**src/sv/assert_macros.svh**
```systemverilog
// Assertion macros shared by the scheduler RTL.
// Both macros take a label, a clock, an active-low reset and the checked expressions.
`ifndef ASSERT_MACROS_SVH
`define ASSERT_MACROS_SVH

// The expression holds at every rising clock edge outside reset.
`define ASSERT_ALWAYS(lbl, clk, rst_n, expr) \
	lbl: assert property (@(posedge clk) disable iff (!rst_n) (expr)) \
		else $error("assertion failed: expression does not hold");

// Whenever the antecedent holds, the consequent holds in the next cycle.
`define ASSERT_NEXT(lbl, clk, rst_n, ante, cons) \
	lbl: assert property (@(posedge clk) disable iff (!rst_n) (ante) |=> (cons)) \
		else $error("assertion failed: consequent missing one cycle later");

`endif

```
**src/sv/mlfs_pkg.sv**
```systemverilog
// Package for the multilevel feedback scheduler: codes, constants and shared types.
// Depends on nothing; every other RTL file refers to it by scoped names.
`timescale 1ns / 1ps
`default_nettype none

package mlfs_pkg;

	// Width and ceiling of the time slice counter.
	localparam int QUANT_W = 18;
	localparam logic [QUANT_W-1:0] QUANT_MAX = 18'h3FFFF;

	// Fixed widths of configuration registers and result fields.
	localparam int QBASE_W     = 16;
	localparam int NLEVELS_W   = 3;
	localparam int LEVEL_OUT_W = 2;
	localparam int APB_ADDR_W  = 3;
	localparam int APB_DATA_W  = 32;

	localparam logic [QBASE_W-1:0]   QBASE_RESET   = 16'd1;
	localparam logic [NLEVELS_W-1:0] NLEVELS_RESET = 3'd4;

	typedef enum logic {
		REQ_ARRIVAL = 1'b0,
		REQ_TICK    = 1'b1
	} req_t;

	typedef enum logic [2:0] {
		OUT_NONE     = 3'd0,
		OUT_FINISHED = 3'd1,
		OUT_DEMOTED  = 3'd2,
		OUT_QUEUED   = 3'd3,
		OUT_STARTED  = 3'd4,
		OUT_DROPPED  = 3'd5
	} outcome_t;

	typedef enum logic [0:0] {
		REG_QUANTUM_BASE = 1'b0,
		REG_NUM_LEVELS   = 1'b1
	} reg_idx_t;

	// Configuration as seen by the scheduling logic.
	typedef struct packed {
		logic [QBASE_W-1:0]   quantum_base;
		logic [NLEVELS_W-1:0] num_levels;
	} cfg_t;

	// Status of one level FIFO.
	typedef struct packed {
		logic empty;
		logic full;
	} fifo_stat_t;

endpackage

`default_nettype wire

```
**src/sv/multilevel_feedback_scheduler.sv**
```systemverilog
// Multilevel feedback scheduler, top level.
// An accepted item passes through the input register and the result register before done strobes its result.
// Throughput: one item per clock cycle; busy stays low and the receiver cannot stall.
// Reset (arst_n, asynchronous, active low) empties every level FIFO, idles the processor
// and loads quantum_base = 1 and num_levels = 4; the FIFO memories themselves are not cleared.
`timescale 1ns / 1ps
`default_nettype none
`include "assert_macros.svh"

module multilevel_feedback_scheduler #(
	parameter int MAX_LEVELS  = 4,
	parameter int FIFO_DEPTH  = 16,
	parameter int ID_BITS     = 8,
	parameter int LENGTH_BITS = 16
) (
	input  wire logic                                  clk,
	input  wire logic                                  arst_n,
	// Item input
	input  wire logic                                  start,
	output logic                                       busy,
	input  wire logic                                  req_type,
	input  wire logic [ID_BITS-1:0]                    task_id,
	input  wire logic [LENGTH_BITS-1:0]                task_length,
	// Result output
	output logic                                       done,
	output logic                                       running_valid,
	output logic      [ID_BITS-1:0]                    running_id,
	output logic      [2:0]                            outcome,
	output logic      [mlfs_pkg::LEVEL_OUT_W-1:0]      running_level,
	// Configuration port
	input  wire logic                                  psel,
	input  wire logic                                  penable,
	input  wire logic                                  pwrite,
	input  wire logic [mlfs_pkg::APB_ADDR_W-1:0]       paddr,
	input  wire logic [mlfs_pkg::APB_DATA_W-1:0]       pwdata,
	output logic      [mlfs_pkg::APB_DATA_W-1:0]       prdata,
	output logic                                       pready
);

	localparam int LVL_W = (MAX_LEVELS > 1) ? $clog2(MAX_LEVELS) : 1;
	localparam int ENT_W = ID_BITS + LENGTH_BITS;
	// Width of the (level + 1) * base product, and of the slice before saturation.
	localparam int PW    = LVL_W + 1 + mlfs_pkg::QBASE_W;
	localparam int WW    = ((LENGTH_BITS > PW) ? LENGTH_BITS : PW) + 1;

	// ------------------------------------------------------------------
	// Configuration registers.
	// ------------------------------------------------------------------
	mlfs_pkg::cfg_t cfg;

	mlfs_regs u_regs (
		.clk     (clk),
		.arst_n  (arst_n),
		.psel    (psel),
		.penable (penable),
		.pwrite  (pwrite),
		.paddr   (paddr),
		.pwdata  (pwdata),
		.prdata  (prdata),
		.pready  (pready),
		.cfg     (cfg)
	);

	// ------------------------------------------------------------------
	// Input register. Every offered item is taken, so busy is tied low.
	// ------------------------------------------------------------------
	logic                   accept;
	logic                   valid_s1;
	mlfs_pkg::req_t         req_s1;
	logic [ID_BITS-1:0]     id_s1;
	logic [LENGTH_BITS-1:0] len_s1;

	assign busy   = 1'b0;
	assign accept = start & ~busy;

	always_ff @(posedge clk or negedge arst_n) begin
		if (!arst_n) begin
			valid_s1 <= 1'b0;
		end else begin
			valid_s1 <= accept;
		end
	end

	always_ff @(posedge clk) begin
		if (accept) begin
			req_s1 <= mlfs_pkg::req_t'(req_type);
			id_s1  <= task_id;
			len_s1 <= task_length;
		end
	end

	// ------------------------------------------------------------------
	// Level FIFOs. At most one push and one pop reach them per item.
	// ------------------------------------------------------------------
	logic                 push_en;
	logic [LVL_W-1:0]     push_lvl;
	logic [ENT_W-1:0]     push_data;
	logic                 pop_en;
	logic [LVL_W-1:0]     sel_lvl;
	logic [ENT_W-1:0]     head_data [MAX_LEVELS];
	mlfs_pkg::fifo_stat_t stat      [MAX_LEVELS];

	for (genvar l = 0; l < MAX_LEVELS; l++) begin : g_level
		mlfs_fifo #(
			.DEPTH (FIFO_DEPTH),
			.W     (ENT_W)
		) u_fifo (
			.clk       (clk),
			.arst_n    (arst_n),
			.push      (push_en && (push_lvl == LVL_W'(l))),
			.push_data (push_data),
			.pop       (pop_en && (sel_lvl == LVL_W'(l))),
			.head_data (head_data[l]),
			.stat      (stat[l])
		);
	end

	// ------------------------------------------------------------------
	// Processor state.
	// ------------------------------------------------------------------
	logic                         proc_busy_q;
	logic [ID_BITS-1:0]           cur_id_q;
	logic [LENGTH_BITS-1:0]       rem_q;
	logic [mlfs_pkg::QUANT_W-1:0] quant_q;
	logic [LVL_W-1:0]             level_q;

	// Out-of-range register values are folded here: a zero base acts as one,
	// and the number of levels is clamped to the range one to MAX_LEVELS.
	logic [mlfs_pkg::QBASE_W-1:0] base_slice;
	logic [LVL_W-1:0]             last_lvl;

	assign base_slice = (cfg.quantum_base == '0) ? mlfs_pkg::QBASE_W'(1) : cfg.quantum_base;

	always_comb begin
		if (cfg.num_levels == '0) begin
			last_lvl = '0;
		end else if ({1'b0, cfg.num_levels} > (mlfs_pkg::NLEVELS_W + 1)'(MAX_LEVELS)) begin
			last_lvl = LVL_W'(MAX_LEVELS - 1);
		end else begin
			last_lvl = LVL_W'(cfg.num_levels - mlfs_pkg::NLEVELS_W'(1));
		end
	end

	// Lowest non-empty level and the task waiting at its head. Every level
	// that exists in hardware is scanned, whatever num_levels says.
	logic                         any_waiting;
	logic [ENT_W-1:0]             pop_entry;
	logic [ID_BITS-1:0]           pop_id;
	logic [LENGTH_BITS-1:0]       pop_len;
	logic [PW-1:0]                prod;
	logic [WW-1:0]                slice_wide;
	logic [mlfs_pkg::QUANT_W-1:0] pop_quant;

	always_comb begin
		any_waiting = 1'b0;
		sel_lvl     = '0;
		for (int l = MAX_LEVELS - 1; l >= 0; l--) begin
			if (!stat[l].empty) begin
				any_waiting = 1'b1;
				sel_lvl     = LVL_W'(l);
			end
		end
	end

	// A task on a level below the last gets (level + 1) base slices; on the
	// last level or above it its slice is its whole remaining work. Either way the slice
	// saturates at the largest value the counter holds.
	always_comb begin
		pop_entry  = head_data[sel_lvl];
		pop_id     = pop_entry[ENT_W-1:LENGTH_BITS];
		pop_len    = (pop_entry[LENGTH_BITS-1:0] == '0) ? LENGTH_BITS'(1)
		                                                : pop_entry[LENGTH_BITS-1:0];
		prod       = (PW'(sel_lvl) + PW'(1)) * PW'(base_slice);
		slice_wide = (sel_lvl < last_lvl) ? WW'(prod) : WW'(pop_len);
		pop_quant  = (slice_wide > WW'(mlfs_pkg::QUANT_MAX)) ? mlfs_pkg::QUANT_MAX
		                                                    : slice_wide[mlfs_pkg::QUANT_W-1:0];
	end

	// ------------------------------------------------------------------
	// Scheduling decision for the item in the input register.
	// ------------------------------------------------------------------
	logic                         busy_n;
	logic [ID_BITS-1:0]           id_n;
	logic [LENGTH_BITS-1:0]       rem_n;
	logic [mlfs_pkg::QUANT_W-1:0] quant_n;
	logic [LVL_W-1:0]             level_n;
	logic                         res_valid;
	logic [ID_BITS-1:0]           res_id;
	mlfs_pkg::outcome_t           res_outcome;
	logic [LVL_W-1:0]             res_level;

	logic [LENGTH_BITS-1:0]       in_len;
	logic [ID_BITS-1:0]           c_id;
	logic [LENGTH_BITS-1:0]       c_rem;
	logic [mlfs_pkg::QUANT_W-1:0] c_quant;
	logic [LVL_W-1:0]             c_lvl;
	logic [LENGTH_BITS-1:0]       rem_dec;
	logic [mlfs_pkg::QUANT_W-1:0] quant_dec;
	logic [LVL_W-1:0]             target;
	logic                         target_full;

	assign in_len = (len_s1 == '0) ? LENGTH_BITS'(1) : len_s1;

	// The task the tick applies to: the one running, or else the one just
	// taken from the lowest non-empty level.
	assign c_id      = proc_busy_q ? cur_id_q : pop_id;
	assign c_rem     = proc_busy_q ? rem_q    : pop_len;
	assign c_quant   = proc_busy_q ? quant_q  : pop_quant;
	assign c_lvl     = proc_busy_q ? level_q  : sel_lvl;
	assign rem_dec   = c_rem - LENGTH_BITS'(1);
	assign quant_dec = (c_quant != '0) ? c_quant - mlfs_pkg::QUANT_W'(1) : '0;

	// Demotion goes one level down but never past the last level, and never up.
	assign target      = (c_lvl < last_lvl) ? c_lvl + LVL_W'(1) : c_lvl;
	// A pop from the same level in this item frees a slot before the push.
	assign target_full = stat[target].full && !(pop_en && (sel_lvl == target));

	always_comb begin
		busy_n      = proc_busy_q;
		id_n        = cur_id_q;
		rem_n       = rem_q;
		quant_n     = quant_q;
		level_n     = level_q;
		push_en     = 1'b0;
		push_lvl    = '0;
		push_data   = {id_s1, in_len};
		pop_en      = 1'b0;
		res_valid   = 1'b0;
		res_id      = '0;
		res_outcome = mlfs_pkg::OUT_NONE;
		res_level   = '0;

		if (valid_s1) begin
			case (req_s1)
				mlfs_pkg::REQ_ARRIVAL: begin
					res_valid = 1'b1;
					if (!proc_busy_q) begin
						// An idle processor takes the new task straight away at level 0.
						busy_n      = 1'b1;
						id_n        = id_s1;
						rem_n       = in_len;
						quant_n     = mlfs_pkg::QUANT_W'(base_slice);
						level_n     = '0;
						res_id      = id_s1;
						res_outcome = mlfs_pkg::OUT_STARTED;
					end else begin
						res_id    = cur_id_q;
						res_level = level_q;
						if (stat[0].full) begin
							res_outcome = mlfs_pkg::OUT_DROPPED;
						end else begin
							push_en     = 1'b1;
							res_outcome = mlfs_pkg::OUT_QUEUED;
						end
					end
				end
				mlfs_pkg::REQ_TICK: begin
					if (proc_busy_q || any_waiting) begin
						pop_en    = !proc_busy_q;
						res_valid = 1'b1;
						res_id    = c_id;
						res_level = c_lvl;
						id_n      = c_id;
						level_n   = c_lvl;
						rem_n     = rem_dec;
						quant_n   = quant_dec;
						if (rem_dec == '0) begin
							busy_n      = 1'b0;
							res_outcome = mlfs_pkg::OUT_FINISHED;
						end else if (quant_dec == '0) begin
							// Slice used up with work left: requeue one level down, or on the last level again.
							busy_n    = 1'b0;
							push_lvl  = target;
							push_data = {c_id, rem_dec};
							if (target_full) begin
								res_outcome = mlfs_pkg::OUT_DROPPED;
							end else begin
								push_en     = 1'b1;
								res_outcome = mlfs_pkg::OUT_DEMOTED;
							end
						end else begin
							busy_n      = 1'b1;
							res_outcome = mlfs_pkg::OUT_NONE;
						end
					end
				end
				default: ;
			endcase
		end
	end

	always_ff @(posedge clk or negedge arst_n) begin
		if (!arst_n) begin
			proc_busy_q <= 1'b0;
			cur_id_q    <= '0;
			rem_q       <= '0;
			quant_q     <= '0;
			level_q     <= '0;
		end else begin
			proc_busy_q <= busy_n;
			cur_id_q    <= id_n;
			rem_q       <= rem_n;
			quant_q     <= quant_n;
			level_q     <= level_n;
		end
	end

	// ------------------------------------------------------------------
	// Result register: each item's result is shown for exactly one cycle.
	// ------------------------------------------------------------------
	logic                                done_q;
	logic                                running_valid_q;
	logic [ID_BITS-1:0]                  running_id_q;
	mlfs_pkg::outcome_t                  outcome_q;
	logic [mlfs_pkg::LEVEL_OUT_W-1:0]    running_level_q;

	always_ff @(posedge clk or negedge arst_n) begin
		if (!arst_n) begin
			done_q <= 1'b0;
		end else begin
			done_q <= valid_s1;
		end
	end

	always_ff @(posedge clk) begin
		if (valid_s1) begin
			running_valid_q <= res_valid;
			running_id_q    <= res_id;
			outcome_q       <= res_outcome;
			running_level_q <= mlfs_pkg::LEVEL_OUT_W'(res_level);
		end
	end

	assign done          = done_q;
	assign running_valid = running_valid_q;
	assign running_id    = running_id_q;
	assign outcome       = outcome_q;
	assign running_level = running_level_q;

	`ASSERT_NEXT(a_result_per_item, clk, arst_n, valid_s1, done_q)
	`ASSERT_ALWAYS(a_running_has_work, clk, arst_n, !proc_busy_q || (rem_q != '0))
	`ASSERT_ALWAYS(a_finish_frees_cpu, clk, arst_n, !(done_q && (outcome_q == mlfs_pkg::OUT_FINISHED)) || !proc_busy_q)

endmodule

`default_nettype wire

```
**src/sv/mlfs_regs.sv**
```systemverilog
// Configuration registers of the scheduler behind an APB-style slave port.
// Depends on mlfs_pkg for register indexes, reset values and the cfg_t struct.
`timescale 1ns / 1ps
`default_nettype none

module mlfs_regs (
	input  wire logic                                clk,
	input  wire logic                                arst_n,
	input  wire logic                                psel,
	input  wire logic                                penable,
	input  wire logic                                pwrite,
	input  wire logic [mlfs_pkg::APB_ADDR_W-1:0]     paddr,
	input  wire logic [mlfs_pkg::APB_DATA_W-1:0]     pwdata,
	output logic      [mlfs_pkg::APB_DATA_W-1:0]     prdata,
	output logic                                     pready,
	output mlfs_pkg::cfg_t                           cfg
);

	logic [mlfs_pkg::QBASE_W-1:0]   quantum_base_q;
	logic [mlfs_pkg::NLEVELS_W-1:0] num_levels_q;
	logic                           wr_en;
	mlfs_pkg::reg_idx_t             reg_idx;

	assign pready  = 1'b1;
	assign wr_en   = psel & penable & pwrite & pready;
	assign reg_idx = mlfs_pkg::reg_idx_t'(paddr[2]);

	always_ff @(posedge clk or negedge arst_n) begin
		if (!arst_n) begin
			quantum_base_q <= mlfs_pkg::QBASE_RESET;
			num_levels_q   <= mlfs_pkg::NLEVELS_RESET;
		end else if (wr_en) begin
			case (reg_idx)
				mlfs_pkg::REG_QUANTUM_BASE: quantum_base_q <= pwdata[mlfs_pkg::QBASE_W-1:0];
				mlfs_pkg::REG_NUM_LEVELS:   num_levels_q   <= pwdata[mlfs_pkg::NLEVELS_W-1:0];
				default: ;
			endcase
		end
	end

	always_comb begin
		case (reg_idx)
			mlfs_pkg::REG_QUANTUM_BASE: prdata = mlfs_pkg::APB_DATA_W'(quantum_base_q);
			mlfs_pkg::REG_NUM_LEVELS:   prdata = mlfs_pkg::APB_DATA_W'(num_levels_q);
			default:                    prdata = '0;
		endcase
	end

	assign cfg.quantum_base = quantum_base_q;
	assign cfg.num_levels   = num_levels_q;

endmodule

`default_nettype wire

```
**src/sv/mlfs_fifo.sv**
```systemverilog
// One priority level's FIFO: a memory with one write and one registered read port.
// The head entry is kept in the read register; depends on mlfs_pkg and assert_macros.svh.
`timescale 1ns / 1ps
`default_nettype none
`include "assert_macros.svh"

module mlfs_fifo #(
	parameter int DEPTH = 16,
	parameter int W     = 24
) (
	input  wire logic          clk,
	input  wire logic          arst_n,
	input  wire logic          push,
	input  wire logic [W-1:0]  push_data,
	input  wire logic          pop,
	output logic      [W-1:0]  head_data,
	output mlfs_pkg::fifo_stat_t stat
);

	localparam int PTR_W = (DEPTH > 1) ? $clog2(DEPTH) : 1;
	localparam int CNT_W = $clog2(DEPTH + 1);

	logic [W-1:0]     mem [DEPTH];
	logic [PTR_W-1:0] head_q;
	logic [PTR_W-1:0] tail_q;
	logic [CNT_W-1:0] count_q;
	logic [PTR_W-1:0] head_inc;
	logic [PTR_W-1:0] tail_inc;
	logic [PTR_W-1:0] rd_addr;
	logic [W-1:0]     head_data_q;

	assign head_inc = (head_q == PTR_W'(DEPTH - 1)) ? '0 : head_q + PTR_W'(1);
	assign tail_inc = (tail_q == PTR_W'(DEPTH - 1)) ? '0 : tail_q + PTR_W'(1);

	// The read register always tracks the entry at the head pointer.
	assign rd_addr = pop ? head_inc : head_q;

	always_ff @(posedge clk or negedge arst_n) begin
		if (!arst_n) begin
			head_q  <= '0;
			tail_q  <= '0;
			count_q <= '0;
		end else begin
			if (push) begin
				tail_q <= tail_inc;
			end
			if (pop) begin
				head_q <= head_inc;
			end
			count_q <= count_q + CNT_W'(push) - CNT_W'(pop);
		end
	end

	always_ff @(posedge clk) begin
		if (push) begin
			mem[tail_q] <= push_data;
		end
	end

	// An entry written in this cycle to the slot that becomes the head is forwarded.
	always_ff @(posedge clk) begin
		if (push && (tail_q == rd_addr)) begin
			head_data_q <= push_data;
		end else begin
			head_data_q <= mem[rd_addr];
		end
	end

	assign head_data  = head_data_q;
	assign stat.empty = (count_q == '0);
	assign stat.full  = (count_q == CNT_W'(DEPTH));

	`ASSERT_ALWAYS(a_count_bounded, clk, arst_n, count_q <= CNT_W'(DEPTH))
	`ASSERT_ALWAYS(a_no_push_full, clk, arst_n, !(push && stat.full && !pop))

endmodule

`default_nettype wire
```
**config.mk**
```make
export PLATFORM = sky130hd
export DESIGN_NAME = multilevel_feedback_scheduler
export DESIGN_NICKNAME = d
export VERILOG_FILES = /design/src/sv/mlfs_pkg.sv /design/src/sv/multilevel_feedback_scheduler.sv /design/src/sv/mlfs_regs.sv /design/src/sv/mlfs_fifo.sv
export VERILOG_INCLUDE_DIRS = /design/src /design/src/sv
export SDC_FILE = /design/constraint.sdc
export NUM_CORES = 2
export LEC_CHECK = 0
export BUFFER_PORTS_ARGS = -buffer_cell sky130_fd_sc_hd__buf_4
export CAP_MARGIN = 0
export CORE_MARGIN = 2
export CORE_UTILIZATION = 45
export CTS_BUF_LIST = sky130_fd_sc_hd__clkbuf_2 sky130_fd_sc_hd__clkbuf_4 sky130_fd_sc_hd__clkbuf_8
export CTS_CLUSTER_SIZE = 20
export DETAILED_ROUTE_END_ITERATION = 12
export MAX_ROUTING_LAYER = met4
export SLEW_MARGIN = 20
export SYNTH_ARGS = -nofsm -noshare
export SYNTH_HDL_FRONTEND = slang
export SYNTH_HIERARCHICAL = 1
export SYNTH_SLANG_ARGS = --single-unit
export TNS_END_PERCENT = 10
```
**constraint.sdc**
```tcl
create_clock -name clk -period 31.7 [get_ports clk]
set_input_delay 3.17 -clock clk [delete_from_list [all_inputs] [get_ports clk]]
set_output_delay 3.17 -clock clk [all_outputs]
set_load 0.005 [all_outputs]
```
---- Word level (Yosys, flattened, before mapping) ----
Memory sizes are Yosys's and may differ from the RTL's. A register that Yosys moved wholly into a read port is not among the register bits.
Cells that the tools add are included.
word-level totals
  bits in writable memories ............... 1536
  memories kept ........................... 4
  register bits ........................... 157
  output and inout bits ................... 49
  word-level logic and storage cells ...... 215
operators by class
  multiply operators ...................... 1
  bitwise logic cells ..................... 6
  add/sub/neg operators ................... 21
  $lt $le $gt $ge ......................... 6
  equal/unequal tests ..................... 21
  reduce and logical (&&, ||, !) cells .... 30
  multiplexer cells ....................... 98
memory list
  name                   depth  bits a word  rd ports  clocked after Yosys merged registers in  wr ports  line             text
  g_level[0].u_fifo.mem  16     24           1         1                                        1         mlfs_fifo.sv:23  logic [W-1:0] mem [DEPTH];
  g_level[1].u_fifo.mem  16     24           1         1                                        1         mlfs_fifo.sv:23
  g_level[2].u_fifo.mem  16     24           1         1                                        1         mlfs_fifo.sv:23
  g_level[3].u_fifo.mem  16     24           1         1                                        1         mlfs_fifo.sv:23
operators with widths
  cell                                                                     count
  24-bit two-way mux                                                       7
  16-bit two-way mux                                                       6
  18-bit two-way mux                                                       5
  16-bit logical NOT                                                       4
  32-bit one-hot mux with 2 select lines                                   1
  24-bit binary-select mux with 2-bit select                               1
  4-bit two-way mux                                                        12
  18-bit one-hot mux with 2 select lines                                   1
  4-bit by 1-bit adder with 4-bit output (second input constant)           8
  4-bit == test (second input constant)                                    8
  2-bit two-way mux                                                        16
  8-bit two-way mux                                                        4
  16-bit one-hot mux with 2 select lines                                   1
  8-bit one-hot mux with 2 select lines                                    2
  1-bit two-way mux                                                        28
  5-bit by 1-bit adder with 5-bit output                                   4
  5-bit == test (second input constant)                                    4
  5-bit logical NOT                                                        4
  5-bit by 1-bit subtractor with 5-bit output                              4
  19-bit by 18-bit > comparator with 1-bit output (second input constant)  1
  3-bit by 16-bit multiplier with 19-bit output                            1
  19-bit two-way mux                                                       1
  18-bit logical NOT                                                       1
  3-bit two-way mux                                                        6
  other kinds (28)                                                         53

---- Logic depth before layout (Yosys ltp) ----
  depth after elaboration ................. 27
  depth in mapped cells ................... 38
  gate-level depth less buffers ........... 34

---- Modules after synthesis ----
The synthesis kept the hierarchy.
by module, submodules not included
  module                             seq. area each (µm²)  cells an instance  area each (µm²)  times used
  mlfs_fifo (g_level[0].u_fifo ...)  11936.4               689                15260.9          2
  mlfs_fifo (g_level[3].u_fifo)      11936.4               690                15268.4          1
  mlfs_fifo (g_level[2].u_fifo)      11936.4               690                15267.1          1
  multilevel_feedback_scheduler      2347.3                1013               8735.9           1
  mlfs_regs                          478.0                 78                 1036.0           1

---- Least setup slack after synthesis ----
No wires, ideal clock.
  path type ............................... reg-to-reg
  start ................................... reg g_level[1].u_fifo.count_q[3]
  end ..................................... mem g_level[1].u_fifo.mem[2][0], enable pin
  arrival time ............................ 9.806 ns
  buffers on the path ..................... 6
  path slack .............................. 21.459 ns
  cell stages (with the launch flop) ...... 36
  data required time ...................... 31.265 ns
  period minus slack after synthesis ...... 10.241 ns
  cell sequence ........................... dfrtp_1 inv_1 ha_1 nor4b_1 nand2_1 a21oi_2 buf_2 ha_1 clkbuf_1 nand2_1 fa_1 inv_1 ha_1 clkbuf_1 o211ai_1 a21oi_1 o21ai_0 a21oi_1 o41ai_1 nand2_2 inv_2 ha_1 inv_1 a2111oi_1 nand4b_1 xnor2_1 nor4_2 and4b_1 a41oi_2 or3_1 buf_6 buf_6 nor4bb_1 clkbuf_1 nand2_1 nor3_1
RTL lines
  what                      line             text
  start: declaration        mlfs_fifo.sv:26  logic [CNT_W-1:0] count_q;
  start signal: assignment  mlfs_fifo.sv:50  count_q <= count_q + CNT_W'(push) - CNT_W'(pop);
  end: declaration          mlfs_fifo.sv:23

==> run_results.csv <==
group,metric,value,unit
status,outcome,"complete, no violations",
sta,fin_crit,10.44,ns
logic_synthesis,syn-instance-count,3849,
route,first_pass_iters,6,
critical_path,crit_path_top_delay_cell,"nor2_2",
logic_synthesis,synth_area_per_cell,18.4,um2
sta,worst_pin_slew,0.981,ns
global_routing,grtUsageMet3,4.58,%
route,vias_per_cell,5.83,
critical_path,cp-end-kind,"flip-flop",
global_routing,grt-busiest-layer,"met2",
floorplan,initial_core_util,45.3,%
logic_synthesis,yosysTopAreaCell,"edfxtp_1",
run,cap_violations,0,
sta,drv_slew,0,
logic_synthesis,netlist_area,0.0708,mm2
global_routing,grt_pass1_vias,37800,
cells_and_area,stdcell_count,6421,
sta,rsz0062_at_grt,"no",
critical_path,cp.arrival,11.08,ns
placed_design,dp.cells,5906,
route,drc,0,
clock_network,htreeDepth,5,
route,ant_nets,0,
sta,final.period_utilization,32.9,%
clock_network,cts_buffer_depth,4,
critical_path,max_stage_delay,0.78,ns
logic_synthesis,ys_top_cells_by_count,"edfxtp_1, mux4_2, nand2_1",
clock_network,clk_pin_slew,0.06,ns
logic_synthesis,synth_edf_count,1575,
route,vias,37500,
logic_synthesis,ys_types,110,
cells_and_area,nets,4311,
power,ir_drop,0.0512,mV
placed_design,io_buffers,78,
sta,worst_clock_skew,0.0856,ns
logic_synthesis,synth_most_common_cell,"edfxtp_1",
clock_network,clk_latency,1.02,ns
logic_synthesis,ys.flop_type,"edfxtp_1",
route,wl_per_cell,28.1,um
sta,fmax,0.0958,GHz
logic_synthesis,yosys-top-cells-area,"edfxtp_1, mux4_2, dfrtp_1",
clock_network,cts_buffers,304,
global_routing,grtUsageTotal,23.1,%
sta,relSlewSlack,34.5,%
logic_synthesis,ys_ff_latch,1709,
global_routing,grt_pass1_wl,262000,um
critical_path,crit_fanout,24,
clock_network,postCtsSetupBuffers,0,
cells_and_area,area_growth,13.0,%
global_routing,grt_use_met1,31.3,%
logic_synthesis,synth_warnings,6,
clock_network,clock_sinks,1709,
floorplan,die_height,401,um
sta,hold_viol,0,
sta,fin_tns_setup,0,ns
sta,setup_viol,0,
floorplan,die_x,401,um
global_routing,antenna_found_initial,9,
critical_path,cp.required,32.34,ns
power,p_per_area,64.9,mW/mm2
global_routing,use_met2,35.6,%
clock_network,cts_root_buf,"clkbuf_8",
cells_and_area,utilization,51.2,%
global_routing,grt_max_degree,70,
power,power_leakage,26.3,nW
cells_and_area,drive_above_1_share,29.2,%
worst_hold_path,hp-class,"flip-flop to flip-flop",
floorplan,die-area,0.161,mm2
floorplan,core-area,0.156,mm2
logic_synthesis,async_flop_share,6.90,%
critical_path,critPathKind,"flip-flop to flip-flop",
global_routing,grt_overflow,0,
clock_network,ctsHoldBuffers,0,
floorplan,rows,145,
floorplan,io-pin-count,115,
critical_path,critPathLaunchType,"flip-flop",
logic_synthesis,seq_area_frac_synth,71.4,%
clock_network,cts_tree,"built",
route,drt_wl_total,180000,um
clock_network,ctsResizeCount,0,
placed_design,globalplace.congestion,0.917,
logic_synthesis,yosysTopAreaCellShare,66.8,%
placed_design,dp_hpwl,106000,um
route,drt-initial-drc-count,4039,
## worst max-delay path: cells and delay by family (launching register included)
family          cells  cell delay, ns
xor+xnor            1            0.20
simple gates       10            3.31
flops               1            0.38
buf+inv             7            1.21
fa+ha+maj           6            2.04
compound gates      8            2.86
## final cells by class
class                      count  area [um2]
antenna                        1        2.50
clock buffer                 418        5110
multi-input combinational   1840       19100
tap                         2058        2570
clock inverter                96         692
inverter                      95         357
fill                       12500       76200
sequential                  1709       50600
timing repair buffer         204        1560
## state kept, by name (all words and copies together) (netlist names), 2 cells and up, named ones only
| register | count |
|---|---|
| len_s1 | 16 |
| running_id | 8 |
| quant_q | 18 |
| g_level.u_fifo/mem | 1536 |
| id_s1 | 8 |
| running_level | 2 |
| g_level.u_fifo/count_q | 20 |
| u_regs/num_levels_q | 3 |
| level_q | 2 |
| g_level.u_fifo/head_q | 16 |
| u_regs/quantum_base_q | 16 |
| g_level.u_fifo/tail_q | 16 |
| cur_id_q | 8 |
| rem_q | 16 |
| outcome | 3 |
## power by group
part           switching (mW)  total (mW)  internal [mW]
sequential             0.0549        2.61           2.55
combinational           0.376       0.601          0.225
clock                   0.871        1.99           1.12
total                    1.30        5.20           3.90
## cells in the final DEF (no fill, tap or decap), types with 35 or more instances in the layout
master,n
edfxtp_1,1575
a21oi_1,75
nor2_1,87
dfrtp_1,115
clkbuf_8,315
mux4_2,400
ha_1,72
o21ai_0,95
clkinv_1,51
xnor2_1,35
buf_4,202
nand3_1,42
inv_1,90
clkbuf_4,103
nand2_1,266
nor2_2,57
mux2_2,36
a22oi_1,199
## worst paths after layout
kind / start / to / slack [ns] / cells after the start
max in group asynchronous: arst_n / proc_busy_q / 28.19 / 2
min in group asynchronous: arst_n / g_level[1].u_fifo/head_q[1] / 2.21 / 1
hold reg to reg: quant_q[14] / quant_q[14] / 0.47 / 2
setup / recovery: g_level[0].u_fifo/count_q[3] / g_level[0].u_fifo/mem[5][9] / 21.26 / 32
hold / removal: quant_q[14] / quant_q[14] / 0.47 / 2
setup reg to reg: g_level[0].u_fifo/count_q[3] / g_level[0].u_fifo/mem[5][9] / 21.26 / 32
## through the flow
| step | total power, mW | area, um2 | hold WS [ns] | setup slack [ns] |
|---|---|---|---|---|
| floorplan | 3.04 | 70900 | 0.441 | 21.46 |
| global placement | 3.24 | 74200 | 0.459 | 21.47 |
| detailed placement | 3.25 | 74200 | 0.462 | 21.45 |
| CTS | 5.24 | 80000 | 0.474 | 21.36 |
| global route | 5.40 | 80000 | 0.498 | 20.52 |
| finish | 5.20 | 80000 | 0.468 | 21.26 |
## per-layer routing
layer | routed length, um | part of all wire (%) | up-vias
met5 | 0 | 0 | -
met4 | 4630 | 2.6 | 0
met3 | 12900 | 7.2 | 279
met2 | 86200 | 48 | 1433
met1 | 76400 | 42 | 19600
li1 | - | - | 16100
## cells by family after synthesis
| family | Yosys count | share of synthesized area (%) |
|---|---|---|
| DFF | 1709 | 71.4 |
| xor gates and xnor gates | 64 | 0.791 |
| muxes | 486 | 14.1 |
| adders and majority gates | 91 | 1.81 |
| and+or+nand+nor | 666 | 4.61 |
| other | 3 | 0.0159 |
| AOI/OAI and AO/OA | 515 | 5.10 |
| buffers and inverters | 315 | 2.14 |
Power figures use the tool's default switching activity.
